### src/hdl/swpmm_pkg.sv
// ----------------------------------------------------------------------------
// swpmm_pkg
// Shared constants, operation and status codes, and cell control type for
// the fixed-depth stack with peek, minimum and maximum.
// ----------------------------------------------------------------------------
package swpmm_pkg;

  localparam int DEPTH  = 64;
  localparam int DATA_W = 32;
  localparam int CNT_W  = $clog2(DEPTH + 1);
  localparam int IDX_W  = $clog2(DEPTH);
  localparam int KIND_W = 3;
  localparam int STAT_W = 2;

  typedef enum logic [KIND_W-1:0] {
    OP_PUSH  = 3'd0,
    OP_POP   = 3'd1,
    OP_TOP   = 3'd2,
    OP_PEEK  = 3'd3,
    OP_MIN   = 3'd4,
    OP_MAX   = 3'd5,
    OP_CLEAR = 3'd6
  } op_e;

  typedef enum logic [STAT_W-1:0] {
    STAT_OK       = 2'd0,
    STAT_EMPTY    = 2'd1,
    STAT_BAD_PEEK = 2'd2,
    STAT_FULL     = 2'd3
  } stat_e;

  // push: every cell loads its upper neighbor, the top cell loads the operand
  // shift: every cell loads its lower neighbor, the bottom cell loads the top
  typedef struct packed {
    logic push;
    logic shift;
  } cell_ctl_t;

endpackage

### src/hdl/swpmm_if.sv
// ----------------------------------------------------------------------------
// swpmm_if
// Request and response channels of the stack: valid/ready handshake with
// the payload fields.
// ----------------------------------------------------------------------------
interface swpmm_req_if;
  logic                                valid;
  logic                                ready;
  logic [swpmm_pkg::KIND_W-1:0]        kind;
  logic signed [swpmm_pkg::DATA_W-1:0] operand;

  modport source (output valid, output kind, output operand, input ready);
  modport sink   (input valid, input kind, input operand, output ready);
endinterface

interface swpmm_rsp_if;
  logic                                valid;
  logic                                ready;
  logic signed [swpmm_pkg::DATA_W-1:0] data;
  logic [swpmm_pkg::CNT_W-1:0]         count;
  logic                                is_empty;
  logic                                is_full;
  logic [swpmm_pkg::STAT_W-1:0]        status;

  modport source (output valid, output data, output count, output is_empty,
                  output is_full, output status, input ready);
  modport sink   (input valid, input data, input count, input is_empty,
                  input is_full, input status, output ready);
endinterface

### src/hdl/swpmm_cell.sv
// ----------------------------------------------------------------------------
// swpmm_cell
// One stack entry. Loads its upper neighbor on push, its lower neighbor on
// shift (pop or scan rotation), and holds otherwise.
// ----------------------------------------------------------------------------
module swpmm_cell (
  input  logic                                clk_i,
  input  swpmm_pkg::cell_ctl_t                ctl_i,
  input  logic signed [swpmm_pkg::DATA_W-1:0] above_i,
  input  logic signed [swpmm_pkg::DATA_W-1:0] below_i,
  output logic signed [swpmm_pkg::DATA_W-1:0] data_o
);
  import swpmm_pkg::*;

  logic signed [DATA_W-1:0] data_q;

  always_ff @(posedge clk_i) begin
    if (ctl_i.push) begin
      data_q <= above_i;
    end else if (ctl_i.shift) begin
      data_q <= below_i;
    end
  end

  assign data_o = data_q;

endmodule

### src/hdl/swpmm_ctrl.sv
// ----------------------------------------------------------------------------
// swpmm_ctrl
// Request decode, entry count, scan sequencer for peek/min/max over the
// rotating cell ring, and the response register.
// ----------------------------------------------------------------------------
module swpmm_ctrl (
  input  logic                                clk_i,
  input  logic                                rst_ni,
  swpmm_req_if.sink                           req_i,
  swpmm_rsp_if.source                         rsp_o,
  input  logic signed [swpmm_pkg::DATA_W-1:0] top_i,
  output swpmm_pkg::cell_ctl_t                ctl_o,
  output logic signed [swpmm_pkg::DATA_W-1:0] push_data_o
);
  import swpmm_pkg::*;

  typedef enum logic [1:0] {
    ST_IDLE = 2'b01,
    ST_SCAN = 2'b10
  } state_e;

  state_e                   state_q, state_d;
  logic [CNT_W-1:0]         count_q, count_d;
  logic [IDX_W-1:0]         k_q, k_d;
  logic [IDX_W-1:0]         tgt_q, tgt_d;
  op_e                      op_q, op_d;
  logic signed [DATA_W-1:0] acc_q, acc_d;

  logic                     res_valid_q, res_valid_d;
  logic signed [DATA_W-1:0] res_data_q, res_data_d;
  logic [CNT_W-1:0]         res_count_q;
  stat_e                    res_stat_q, res_stat_d;

  logic       in_ready;
  logic       accept;
  logic       load;
  logic       scan_last;
  logic       take;
  logic       better;
  logic       is_empty;
  logic       is_full;
  logic       peek_bad;
  op_e        kind;
  cell_ctl_t  ctl;

  assign in_ready    = (state_q == ST_IDLE) && (!res_valid_q || rsp_o.ready);
  assign accept      = req_i.valid && in_ready;
  assign kind        = op_e'(req_i.kind);
  assign is_empty    = (count_q == '0);
  assign is_full     = (count_q == CNT_W'(DEPTH));
  assign peek_bad    = (req_i.operand == '0) ||
                       ($unsigned(req_i.operand) > {{(DATA_W-CNT_W){1'b0}}, count_q});
  assign scan_last   = (k_q == IDX_W'(DEPTH - 1));
  assign better      = (op_q == OP_MIN) ? (top_i < acc_q) : (top_i > acc_q);

  always_comb begin
    if (op_q == OP_PEEK) begin
      take = (k_q == tgt_q);
    end else begin
      take = (k_q == '0) || (({1'b0, k_q} < count_q) && better);
    end
  end

  always_comb begin
    state_d    = state_q;
    count_d    = count_q;
    k_d        = k_q;
    tgt_d      = tgt_q;
    op_d       = op_q;
    acc_d      = acc_q;
    load       = 1'b0;
    res_data_d = '0;
    res_stat_d = STAT_OK;
    ctl        = '0;

    case (state_q)
      ST_IDLE: begin
        if (accept) begin
          load = 1'b1;
          case (kind)
            OP_PUSH: begin
              if (is_full) begin
                res_stat_d = STAT_FULL;
              end else begin
                ctl.push = 1'b1;
                count_d  = count_q + 1'b1;
              end
            end
            OP_POP: begin
              if (is_empty) begin
                res_stat_d = STAT_EMPTY;
              end else begin
                ctl.shift = 1'b1;
                count_d   = count_q - 1'b1;
              end
            end
            OP_TOP: begin
              if (is_empty) begin
                res_stat_d = STAT_EMPTY;
              end else begin
                res_data_d = top_i;
              end
            end
            OP_PEEK: begin
              if (peek_bad) begin
                res_stat_d = STAT_BAD_PEEK;
              end else begin
                load    = 1'b0;
                op_d    = OP_PEEK;
                tgt_d   = req_i.operand[IDX_W-1:0] - 1'b1;
                state_d = ST_SCAN;
              end
            end
            OP_MIN, OP_MAX: begin
              if (is_empty) begin
                res_stat_d = STAT_EMPTY;
              end else begin
                load    = 1'b0;
                op_d    = kind;
                state_d = ST_SCAN;
              end
            end
            OP_CLEAR: begin
              count_d = '0;
            end
            default: begin
            end
          endcase
        end
      end
      ST_SCAN: begin
        ctl.shift = 1'b1;
        acc_d     = take ? top_i : acc_q;
        if (scan_last) begin
          k_d        = '0;
          load       = 1'b1;
          res_data_d = acc_d;
          state_d    = ST_IDLE;
        end else begin
          k_d = k_q + 1'b1;
        end
      end
      default: begin
        state_d = ST_IDLE;
      end
    endcase
  end

  assign res_valid_d = load | (res_valid_q & ~rsp_o.ready);

  always_ff @(posedge clk_i or negedge rst_ni) begin
    if (!rst_ni) begin
      state_q     <= ST_IDLE;
      count_q     <= '0;
      k_q         <= '0;
      res_valid_q <= 1'b0;
    end else begin
      state_q     <= state_d;
      count_q     <= count_d;
      k_q         <= k_d;
      res_valid_q <= res_valid_d;
    end
  end

  always_ff @(posedge clk_i) begin
    tgt_q <= tgt_d;
    op_q  <= op_d;
    acc_q <= acc_d;
    if (load) begin
      res_data_q  <= res_data_d;
      res_count_q <= count_d;
      res_stat_q  <= res_stat_d;
    end
  end

  assign ctl_o          = ctl;
  assign push_data_o    = req_i.operand;
  assign req_i.ready    = in_ready;
  assign rsp_o.valid    = res_valid_q;
  assign rsp_o.data     = res_data_q;
  assign rsp_o.count    = res_count_q;
  assign rsp_o.is_empty = (res_count_q == '0);
  assign rsp_o.is_full  = (res_count_q == CNT_W'(DEPTH));
  assign rsp_o.status   = res_stat_q;

  a_count_range: assert property (@(posedge clk_i) disable iff (!rst_ni)
    count_q <= CNT_W'(DEPTH))
    else $error("entry count above depth");

  a_no_overwrite: assert property (@(posedge clk_i) disable iff (!rst_ni)
    load |-> (!res_valid_q || rsp_o.ready))
    else $error("response overwritten before taken");

  a_count_hold: assert property (@(posedge clk_i) disable iff (!rst_ni)
    !accept |=> (count_q == $past(count_q)))
    else $error("count changed without a request");

  a_err_zero: assert property (@(posedge clk_i) disable iff (!rst_ni)
    (res_valid_q && (res_stat_q != STAT_OK)) |-> (res_data_q == '0))
    else $error("error response carries data");

  a_scan_idle: assert property (@(posedge clk_i) disable iff (!rst_ni)
    (state_q == ST_IDLE) |-> (k_q == '0))
    else $error("scan counter not parked");

endmodule

### src/hdl/stack_with_peek_min_max_core.sv
// ----------------------------------------------------------------------------
// stack_with_peek_min_max_core
// Fixed-depth LIFO of signed words built as a ring of shifting cells.
// ----------------------------------------------------------------------------
// Usage:
//   req_i carries one request (kind, operand); rsp_o returns exactly one
//   response per request (data, count, is_empty, is_full, status), in order.
//   Cell 0 is the top of stack; push shifts the ring down, pop shifts it up.
//   Push, pop, top, clear and any request ending in an error respond in the
//   cycle after acceptance.
//   Peek, min and max rotate the whole ring once, one cell per cycle, while
//   watching cell 0, and respond once the rotation ends; the ring is back in
//   place when they finish.
//   A new request is taken while the controller is idle and the response
//   register is empty or being drained in the same cycle.
//   A stalled receiver holds the response register and blocks new requests.
//   Reset empties the stack (count zero) and drops any pending response;
//   the cell contents are not cleared and are only read below the count.
// ----------------------------------------------------------------------------
module stack_with_peek_min_max_core (
  input  logic        clk_i,
  input  logic        rst_ni,
  swpmm_req_if.sink   req_i,
  swpmm_rsp_if.source rsp_o
);
  import swpmm_pkg::*;

  cell_ctl_t                ctl;
  logic signed [DATA_W-1:0] push_data;
  logic signed [DATA_W-1:0] cell_q [DEPTH];

  swpmm_ctrl u_ctrl (
    .clk_i       (clk_i),
    .rst_ni      (rst_ni),
    .req_i       (req_i),
    .rsp_o       (rsp_o),
    .top_i       (cell_q[0]),
    .ctl_o       (ctl),
    .push_data_o (push_data)
  );

  for (genvar i = 0; i < DEPTH; i++) begin : g_cell
    logic signed [DATA_W-1:0] above;
    logic signed [DATA_W-1:0] below;

    if (i == 0) begin : g_top
      assign above = push_data;
    end else begin : g_mid
      assign above = cell_q[i-1];
    end

    if (i == DEPTH - 1) begin : g_bot
      assign below = cell_q[0];
    end else begin : g_up
      assign below = cell_q[i+1];
    end

    swpmm_cell u_cell (
      .clk_i   (clk_i),
      .ctl_i   (ctl),
      .above_i (above),
      .below_i (below),
      .data_o  (cell_q[i])
    );
  end

endmodule
### src/flat_wrapper.sv
// flat-port wrapper written by rule: the top's interface ports become plain ports
module stack_with_peek_min_max_core_flat import swpmm_pkg::*;
  (clk_i, rst_ni, req_i_valid, req_i_kind, req_i_operand, req_i_ready, rsp_o_valid, rsp_o_data, rsp_o_count, rsp_o_is_empty, rsp_o_is_full, rsp_o_status, rsp_o_ready);
  swpmm_req_if req_i_i ();
  swpmm_rsp_if rsp_o_i ();
  input  logic clk_i;
  input  logic rst_ni;
  input wire logic [$bits(req_i_i.valid)-1:0] req_i_valid;
  input wire logic [$bits(req_i_i.kind)-1:0] req_i_kind;
  input wire logic [$bits(req_i_i.operand)-1:0] req_i_operand;
  output wire logic [$bits(req_i_i.ready)-1:0] req_i_ready;
  output wire logic [$bits(rsp_o_i.valid)-1:0] rsp_o_valid;
  output wire logic [$bits(rsp_o_i.data)-1:0] rsp_o_data;
  output wire logic [$bits(rsp_o_i.count)-1:0] rsp_o_count;
  output wire logic [$bits(rsp_o_i.is_empty)-1:0] rsp_o_is_empty;
  output wire logic [$bits(rsp_o_i.is_full)-1:0] rsp_o_is_full;
  output wire logic [$bits(rsp_o_i.status)-1:0] rsp_o_status;
  input wire logic [$bits(rsp_o_i.ready)-1:0] rsp_o_ready;
  assign req_i_i.valid = req_i_valid;
  assign req_i_i.kind = req_i_kind;
  assign req_i_i.operand = req_i_operand;
  assign req_i_ready = req_i_i.ready;
  assign rsp_o_valid = rsp_o_i.valid;
  assign rsp_o_data = rsp_o_i.data;
  assign rsp_o_count = rsp_o_i.count;
  assign rsp_o_is_empty = rsp_o_i.is_empty;
  assign rsp_o_is_full = rsp_o_i.is_full;
  assign rsp_o_status = rsp_o_i.status;
  assign rsp_o_i.ready = rsp_o_ready;
  stack_with_peek_min_max_core u_core (.clk_i(clk_i), .rst_ni(rst_ni), .req_i(req_i_i), .rsp_o(rsp_o_i));
endmodule
### config.mk
export PLATFORM = sky130hd
export DESIGN_NAME = stack_with_peek_min_max_core_flat
export DESIGN_NICKNAME = d
export VERILOG_FILES = /design/src/hdl/swpmm_pkg.sv /design/src/hdl/swpmm_if.sv /design/src/hdl/swpmm_cell.sv /design/src/hdl/swpmm_ctrl.sv /design/src/hdl/stack_with_peek_min_max_core.sv /design/src/flat_wrapper.sv
export SDC_FILE = /design/constraint.sdc
export NUM_CORES = 2
export LEC_CHECK = 0
export CORE_ASPECT_RATIO = 0.6
export CORE_MARGIN = 8
export CORE_UTILIZATION = 40
export DETAILED_ROUTE_END_ITERATION = 10
export DONT_BUFFER_PORTS = 1
export GPL_TIMING_DRIVEN = 0
export PLACE_DENSITY = 0.54
export SLEW_MARGIN = 30
export SYNTH_ARGS = -nofsm -noshare
export SYNTH_HDL_FRONTEND = slang
export SYNTH_SLANG_ARGS = --single-unit
### constraint.sdc
create_clock -name clk_i -period 163.2 [get_ports clk_i]
set_input_delay 24.48 -clock clk_i [delete_from_list [all_inputs] [get_ports clk_i]]
set_output_delay 24.48 -clock clk_i [all_outputs]
set_load 0.02 [all_outputs]
==> impl_results.md <==
- Top delay family on crit path: simple AND/OR/NAND/NOR gates
- Pleak: 43.1 nW
- Hold crit path type: reg2reg
- Setup crit start kind: input port
- Post-synthesis sequential area ratio: 69.9%
- Layout area overhead: 14.5%
- Ranking of synthesized cells by area: edfxtp_1, nand2_1, clkbuf_1
- Clk buf depth: 4
- Layout cells sized above 1: 4.72%
- Crit end category: primary output
- CTS Buf Count: 206
- CP Data Arrival Time: 24.96 ns
- Slowest stage delay, CP: 0.32 ns
- Fin. Hold Viols: 0
- Slew headroom: 34.4%
- Overall routing resource usage: 19.7%
- Synth Cell Area: 92,100 sq um
- MaxCap Viol Count: 0
- Period utilisation layout: 30.3%
- Register bit total from synthesis: 2,146
- Hold buffer count at CTS: 0
- Top_reg_cell synth: edfxtp_1
- Starting density of the core: 40.2%
- Crit-path cells: nand2b_1 > and2_1
- Port buffer count: 0
- H-tree Lvls: 4
- P per Cell Area: 13.7 nW/um^2
- DRC viols: 0
- Setup bufs post-CTS: 0
- Final worst setup slack: 113.76 ns
- Post-route insts no fill: 12,700
- Final Util: 46.0%
- DR iter-0 viols: 6,642
- Syn nets: 9,242
- Clock sink total: 2,146
- Vias post-DR: 65,500
- EDFF count, synth: 2,130
- Async set or reset register ratio after synthesis: 0.746%
- Area share of the largest cell type after synthesis: 69.5%
- GRT overflow: 0
- Nets: 9,577
- Min Clock Period, post-route: 49.44 ns
- Slowest CP cell: and2_1
- CP max FO: 3
- Core Area: 229,000 sq um
- Final setup vio count: 0
- HPWL Detailed: 194 mm
- Horiz. Die Dim: 635 um
- CP bufs+invs: 0
- DRT Pass-1 Iters: 6
- Count leader, synth: nand2_1
- WL per Instance: 19.7 um
- Clk root buf: clkbuf_16
- Vias in the first global route: 64,200
- Worst-path clk slew: 0.07 ns
- Die Height: 388 um
- Clock latency at the later pin of the worst-skew pair: 0.85 ns
- PostCTS Resize Cnt: 0
- Peak Freq: 20.2 MHz
- IO Count: 84
- Post-synth cell types: 54
- Die area: 246,000 sq um
- Largest net degree at the start of global routing: 25
- Worst-Margin Slew: 0.975 ns
- Post-Syn Instances: 9,152
- Run status: complete, no violations
- Drt total wl: 250 mm
- Drt via density: 5.16
- Initial antenna violation count: 3
- Ys Warns: 0
- Unrepaired setup endpoints after global routing: false
- First-pass GRT wire length: 384 mm
- Antenna Nets Post-Route: 0
- CTS tree: built
- GP Congestion: 0.891
- Syn avg cell area: 10.1 sq um
- Pre-CTS setup slack: 113.77 ns
- Critical path data required time: 138.72 ns
- Skew final: 0.0802 ns
- Yosys top cell by area: edfxtp_1
- TNS Setup: 0 ns
- VDD IR max: 10.3 uV
- Row cnt: 136
- Total power: 1.44 mW
- Post-placement cell count: 12,300
- Kind of critical path: in2out
- Commonest cells post-synth: nand2_1, edfxtp_1, clkbuf_1
- Final max-slew violation count: 0
==> cell usage in the layout (no fill, tap or decap), drive strengths merged, types with 18 or more instances in the layout <==
cell type and n:
nand2 6161, clkinv 104, edfxtp 2130, nand3 18, nor2 23, inv 53, clkbuf 713, mux2 31
o21ai 21, a32o 33, a21oi 25, buf 142, ha 51
==> sequential cells by signal, indices dropped and copies added, names as in the netlist <==
register	count
u_core.u_ctrl.k_q	6
u_core.u_ctrl.acc_q	32
u_core.u_ctrl.rsp_o.status	2
u_core.g_cell.u_cell.data_o	2048
u_core.u_ctrl.count_q	7
u_core.u_ctrl.rsp_o.count	7
u_core.u_ctrl.state_q	2
u_core.u_ctrl.tgt_q	6
u_core.u_ctrl.rsp_o.data	32
u_core.u_ctrl.rsp_o.valid	1
u_core.u_ctrl.op_q	3
==> power breakdown <==
part | switching [mW] | internal, mW
sequential | 0.0534 | 0.714
combinational | 0.136 | 0.0759
clock | 0.211 | 0.252
==> layout make-up <==
cell class,instances,area (sq um)
fillers,21600,124000
flip-flops and latches,2146,64400
multi-input cells,6481,25800
clock buffers,253,5410
well taps,3036,3800
repair buffers,127,3300
plain buffers,475,1830
clock inverters,119,828
inverters,50,188
diodes,1,2.50
==> metal layers <==
layer	routed length (um)	share of wire, %	GRT usage (%)
met5	0	0	0
met4	3430	1.4	3.09
met3	23200	9.3	4.64
met2	98400	39	26.7
met1	125000	50	32.0
==> cell families after synthesis <==
kind of cell	share of synthesized area, %
adders and majority gates	0.693
xor gates and xnor gates	0.133
buffers and inverters	2.18
muxes	0.390
and+or+nand+nor	25.7
DFF	69.9
AOI/OAI and AO/OA	1.01
==> final timing paths <==
| path | startpoint | end | slack, ns | cells after the start |
|---|---|---|---|---|
| min reg2reg | u_core.g_cell[17].u_cell.data_o[8]$_DFFE_PP_ | u_core.g_cell[18].u_cell.data_o[8]$_DFFE_PP_ | 0.48 | 2 |
| min in group asynchronous | rst_ni | u_core.u_ctrl.count_q[0]$_DFF_PN0_ | 23.34 | 0 |
| max | rsp_o_ready | req_i_ready | 113.76 | 2 |
| max in group asynchronous | rst_ni | u_core.u_ctrl.state_q[0]$_DFFE_PN1P_ | 139.69 | 0 |
| max reg2reg | u_core.u_ctrl.count_q[1]$_DFF_PN0_ | u_core.g_cell[43].u_cell.data_o[16]$_DFFE_PP_ | 155.33 | 28 |
| min | u_core.g_cell[17].u_cell.data_o[8]$_DFFE_PP_ | u_core.g_cell[18].u_cell.data_o[8]$_DFFE_PP_ | 0.48 | 2 |
==> per-stage QoR <==
stage          area (sq um)  hold WS [ns]
2_1_floorplan         92100         0.491
3_3_place_gp          95900         0.503
3_5_place_dp          99200         0.506
4_1_cts              105000         0.479
5_1_grt              105000         0.521
6_report             105000         0.481
Power figures use the tool's default switching activity.
